===== config.mk =====
export PLATFORM = sky130hd
export DESIGN_NAME = pip_mac
export DESIGN_NICKNAME = d
export VERILOG_FILES = /design/src/sv/pip_pkg.sv /design/src/sv/pip_mac.sv
export SDC_FILE = /design/constraint.sdc
export NUM_CORES = 2
export LEC_CHECK = 0
export BUFFER_PORTS_ARGS = -buffer_cell sky130_fd_sc_hd__buf_4
export CAP_MARGIN = 20
export CORE_MARGIN = 4
export CORE_UTILIZATION = 50
export CTS_CLUSTER_SIZE = 28
export DETAILED_ROUTE_END_ITERATION = 12
export PLACE_DENSITY_LB_ADDON = 0.12
export SYNTH_ARGS = -nofsm -noshare
export SYNTH_HDL_FRONTEND = slang
export SYNTH_SLANG_ARGS = --single-unit

===== constraint.sdc =====
create_clock -name clk -period 8.64 [get_ports clk]
set_clock_uncertainty 0.2 [all_clocks]
set_input_delay 1.296 -clock clk [delete_from_list [all_inputs] [get_ports clk]]
set_output_delay 1.296 -clock clk [all_outputs]
set_load 0.02 [all_outputs]

===== src/sv/pip_pkg.sv =====
// Shared widths, register indexes and the multiply-accumulate command type.
package pip_pkg;

	localparam int LAT_W      = 31;
	localparam int LON_W      = 32;
	localparam int DLAT_W     = 32;
	localparam int DLON_W     = 33;
	localparam int VTX_W      = LAT_W + LON_W;
	localparam int HW_W       = 20;
	localparam int W2_W       = 2 * HW_W;
	localparam int OP_W       = 35;
	localparam int MP_W       = 2 * OP_W;
	localparam int ACC_W      = 140;
	localparam int SH_W       = 7;
	localparam int CFG_IDX_W  = 3;
	localparam int CFG_DATA_W = 32;

	localparam logic [CFG_IDX_W-1:0] REG_BOX_MIN_LAT      = 3'd0;
	localparam logic [CFG_IDX_W-1:0] REG_BOX_MAX_LAT      = 3'd1;
	localparam logic [CFG_IDX_W-1:0] REG_BOX_MIN_LON      = 3'd2;
	localparam logic [CFG_IDX_W-1:0] REG_BOX_MAX_LON      = 3'd3;
	localparam logic [CFG_IDX_W-1:0] REG_ROUTE_MODE       = 3'd4;
	localparam logic [CFG_IDX_W-1:0] REG_ROUTE_HALF_WIDTH = 3'd5;

	typedef struct packed {
		logic                   valid;
		logic signed [OP_W-1:0] a;
		logic signed [OP_W-1:0] b;
		logic [SH_W-1:0]        shift;
		logic                   neg;
		logic                   clr;
	} mac_op_t;

endpackage


===== src/sv/pip_mac.sv =====
// Shared signed multiplier with a registered product and a shifting accumulator.
module pip_mac (
	input  logic                                clk,
	input  logic                                arst_n,
	input  pip_pkg::mac_op_t                    op,
	output logic signed [pip_pkg::MP_W-1:0]     mp_s1,
	output logic signed [pip_pkg::ACC_W-1:0]    acc_q
);

	logic                           valid_s1;
	logic [pip_pkg::SH_W-1:0]       shift_s1;
	logic                           neg_s1;
	logic                           clr_s1;
	logic signed [pip_pkg::ACC_W-1:0] term;

	always_ff @(posedge clk or negedge arst_n) begin
		if (!arst_n) begin
			valid_s1 <= 1'b0;
		end else begin
			valid_s1 <= op.valid;
		end
	end

	always_ff @(posedge clk) begin
		mp_s1    <= op.a * op.b;
		shift_s1 <= op.shift;
		neg_s1   <= op.neg;
		clr_s1   <= op.clr;
	end

	always_comb begin
		term = pip_pkg::ACC_W'(mp_s1);
		term = term <<< shift_s1;
		if (neg_s1) term = -term;
	end

	always_ff @(posedge clk) begin
		if (valid_s1) acc_q <= (clr_s1 ? '0 : acc_q) + term;
	end

endmodule

==> metrics.md <==
| Metric | Value |
|---|---|
| I/O Buffers | 291 |
| Critical Path End Type | register |
| Synth Warn # | 0 |
| Critical path required time | 8.96 ns |
| First-pass GRT wire length | between 400000 and 500000 um |
| Final core utilization | 0.595 |
| Rows | 139 |
| Hold Crit Class | in2async |
| Hold Vio Cnt, Final | 0 |
| Fin crit share | 0.980 |
| Post-DP HPWL | 237000 um |
| Outcome | complete, no violations |
| Routability cong. | between 1 and 1.5 |
| Unique masters post-synth | 102 |
| Layout cells sized above 1 | 0.197 |
| Initial antenna violation count | 6 |
| Setup violators final | 0 |
| CP Max Fanout | 18 |
| Reg clk slew, reported paths | 0.06 ns |
| Slowest CP cell | fa_1 |
| Post-Route WL | roughly 280000 um |
| Die area | 0.152 mm^2 |
| Layout Nets | 10.9k |
| DRT antenna net count | 0 |
| Fraction of registers with async set/reset | 0.00455 |
| Inserted Clock Buffers | 25 |
| Mean Syn Cell Area | 8.87 um^2 |
| Vias in the first global route | 67.5k |
| Seq/Total Area, Yosys | 0.0798 |
| DIE HEIGHT | 390 um |
| Initial core utilization | 0.505 |
| Core box area | 0.144 mm^2 |
| Crit path kind | in2reg |
| RSZ-0062 raised after global routing | true |
| Area growth syn-to-layout | 17.8% |
| Max Cap Viol | 0 |
| CTS sink cnt | 220 |
| #FFs+latches synth | 220 |
| Cell repeated most along the worst path | fa_1 |
| Root Driver | clkbuf_16 |
| Ys flop type | edfxtp_1 |
| Vias per inst | 5.87 |
| Residual DRC | 0 |
| Synthesized cell area | 0.0728 mm^2 |
| Die width | ~400 um |
| Via Count | 64.9k |
| Mapped Cells | 8206 |
| Drt first pass iters | 6 |
| Longest Clk Path Bufs | 3 |
| IO Pins | 292 |
| GRT Overall Usage | 0.364 |
| Slew headroom | 0.121 |
| Syn nets | 9947 |
| Critical Path AT | 8.79 ns |
| Pin count of the biggest net entering global routing | 119 |
| CTS tree | built |
| H-tree levels | 1 |
| GR Overflow Total | 0 |
| Slowest cell delay on critical path | between 0.5 and 0.6 ns |
| Fin. max-slew vios | 0 |
| Worst-Skew Late Latency | between 0.6 and 0.7 ns |
| Crit path time final | 8.47 ns |
| Number of flops mapped to enable cells by yosys | 140 |
| FMAX | 0.118 GHz |
| DR iter-0 viols | 5675 |
| Crit path launch type | input pin |
| Least-Margin Pin Slew | 1.32 ns |
| Routed wire per std cell | 25.1 um |
kinds of logic (layout without fill, tap and decap cells):
family,after synthesis,after routing,share of synthesized area
adders and majority gates,1659,1659,0.420
AOI/OAI and AO/OA,1348,1348,0.122
xor gates and xnor gates,334,334,0.0402
buffers and inverters,1775,2725,0.0932
other,0,3,0
DFF,220,220,0.0798
and+or+nand+nor,2571,2571,0.179
muxes,299,299,0.0654
registers in the layout (all words and copies together), names as in the netlist:
| name | count |
|---|---|
| shift_s1 | 7 |
| neg_s1 | 1 |
| valid_s1 | 1 |
| acc_q | 140 |
| mp_s1 | 70 |
| clr_s1 | 1 |
what timing repair did:
action                     in CTS  in global routing
cloned                          0                  1
hold buffers                    0                  0
buffers inserted                1                 31
setup endpoints to repair       6                 48
gates resized for setup         3                132
pin swaps                       6                 61
final timing paths:
| path | startpoint | endpoint | slack, ns | depth (start not counted) |
|---|---|---|---|---|
| setup / recovery | op[28] | mp_s1[62]$_DFF_P_ | 0.17 | 31 |
| hold / removal | arst_n | valid_s1$_DFF_PN0_ | 0.27 | 1 |
| setup reg to reg | shift_s1[1]$_DFF_P_ | acc_q[138]$_DFFE_PP_ | 0.22 | 28 |
| hold reg to reg | acc_q[0]$_DFFE_PP_ | acc_q[0]$_DFFE_PP_ | 0.51 | 2 |
| max in group asynchronous | arst_n | valid_s1$_DFF_PN0_ | 7.88 | 1 |
| min in group clk | acc_q[0]$_DFFE_PP_ | acc_q[0]$_DFFE_PP_ | 0.51 | 2 |
layout by cell type (no fill, tap or decap), types with 45 or more instances in the layout:
| cell type | n |
|---|---|
| buf_4 | 1310 |
| fa_1 | 1298 |
| inv_1 | 1266 |
| nand2_1 | 915 |
| and2_1 | 695 |
| ha_1 | 341 |
| a21oi_1 | 333 |
| nor2_1 | 318 |
| o21ai_0 | 237 |
| xnor2_1 | 208 |
| nor2b_1 | 177 |
| edfxtp_1 | 140 |
| a21o_1 | 139 |
| mux4_2 | 134 |
| xor2_1 | 125 |
| mux2i_1 | 91 |
| nand3_1 | 81 |
| mux2_2 | 72 |
| nor3_1 | 71 |
| nand4_1 | 71 |
| dfxtp_1 | 70 |
| nand2b_1 | 60 |
| o21bai_1 | 51 |
| a211oi_1 | 49 |
| o22ai_1 | 49 |
| a31oi_1 | 46 |
| o31ai_1 | 45 |
layout make-up:
type	instances	area, um^2
antenna	3	7.51
clock buffer	31	713
clock inverter	15	240
fill	12800	58400
inverter	1291	4850
multi-input combinational	6211	60700
sequential	220	5850
tap	1903	2380
timing repair buffer	1388	11100
layer usage:
layer,vias to the layer above,part of all wire,wire length [um],GRT usage
met5,-,0.000086,24,0
met4,4,0.059,16300,0.165
met3,672,0.077,21500,0.0579
met2,2929,0.47,130000,0.605
met1,32800,0.39,110000,0.468
li1,28500,-,-,-
synth_stat cells (all sizes together), types with 14 or more instances:
cell type  count  area [um^2]
a21o         139         1040
edfxtp       140         4200
o21ai        258         1290
nand2b        60          375
and3          29          181
a22oi         28          210
nand3         81          405
inv         1287         4830
a22o          15          131
a31oi         47          294
or2           25          156
o21a          42          315
nor4          14         93.8
buf           88          457
mux2          73          822
a221oi        22          193
dfxtp         79         1580
nor2         320         1200
a211oi        55          418
a21oi        340         1710
nor2b        177         1110
fa          1312        26300
ha           347         4340
mux4         134         3020
nand2        920         3460
nand4         72          465
or3           23          144
nor3          77          390
and2         705         4410
o31ai         49          368
o41ai         16          163
clkbuf       396         1490
mux2i         92          921
xnor2        209         1830
o211ai        29          218
a21boi        25          188
xor2         125         1090
o21bai        51          383
o22ai         49          307
stage by stage:
stage          hold WS (ns)  std cells  setup TNS [ns]  area [um^2]  setup WS [ns]
6_report              0.266      11100               0        85800          0.174
5_1_grt               0.250      11100          -0.618        85800         -0.136
4_1_cts               0.231      11000               0        85000        0.00114
3_5_place_dp          0.501      11000          -11.93        84100         -0.812
3_3_place_gp          0.502      11000           -9.96        84100         -0.630
2_1_floorplan         0.624       8206          -0.264        73000         -0.113
worst max-delay path: cells and delay by family:
| family | cells | cell delay, ns |
|---|---|---|
| compound gates | 10 | 1.93 |
| buf+inv | 9 | 0.68 |
| fa+ha+maj | 9 | 4.38 |
| simple gates | 2 | 0.30 |
| xor+xnor | 1 | 0.14 |
Power is not shown: default switching activity piles up to over one toggle a cycle in this logic, so the estimate is an artifact.
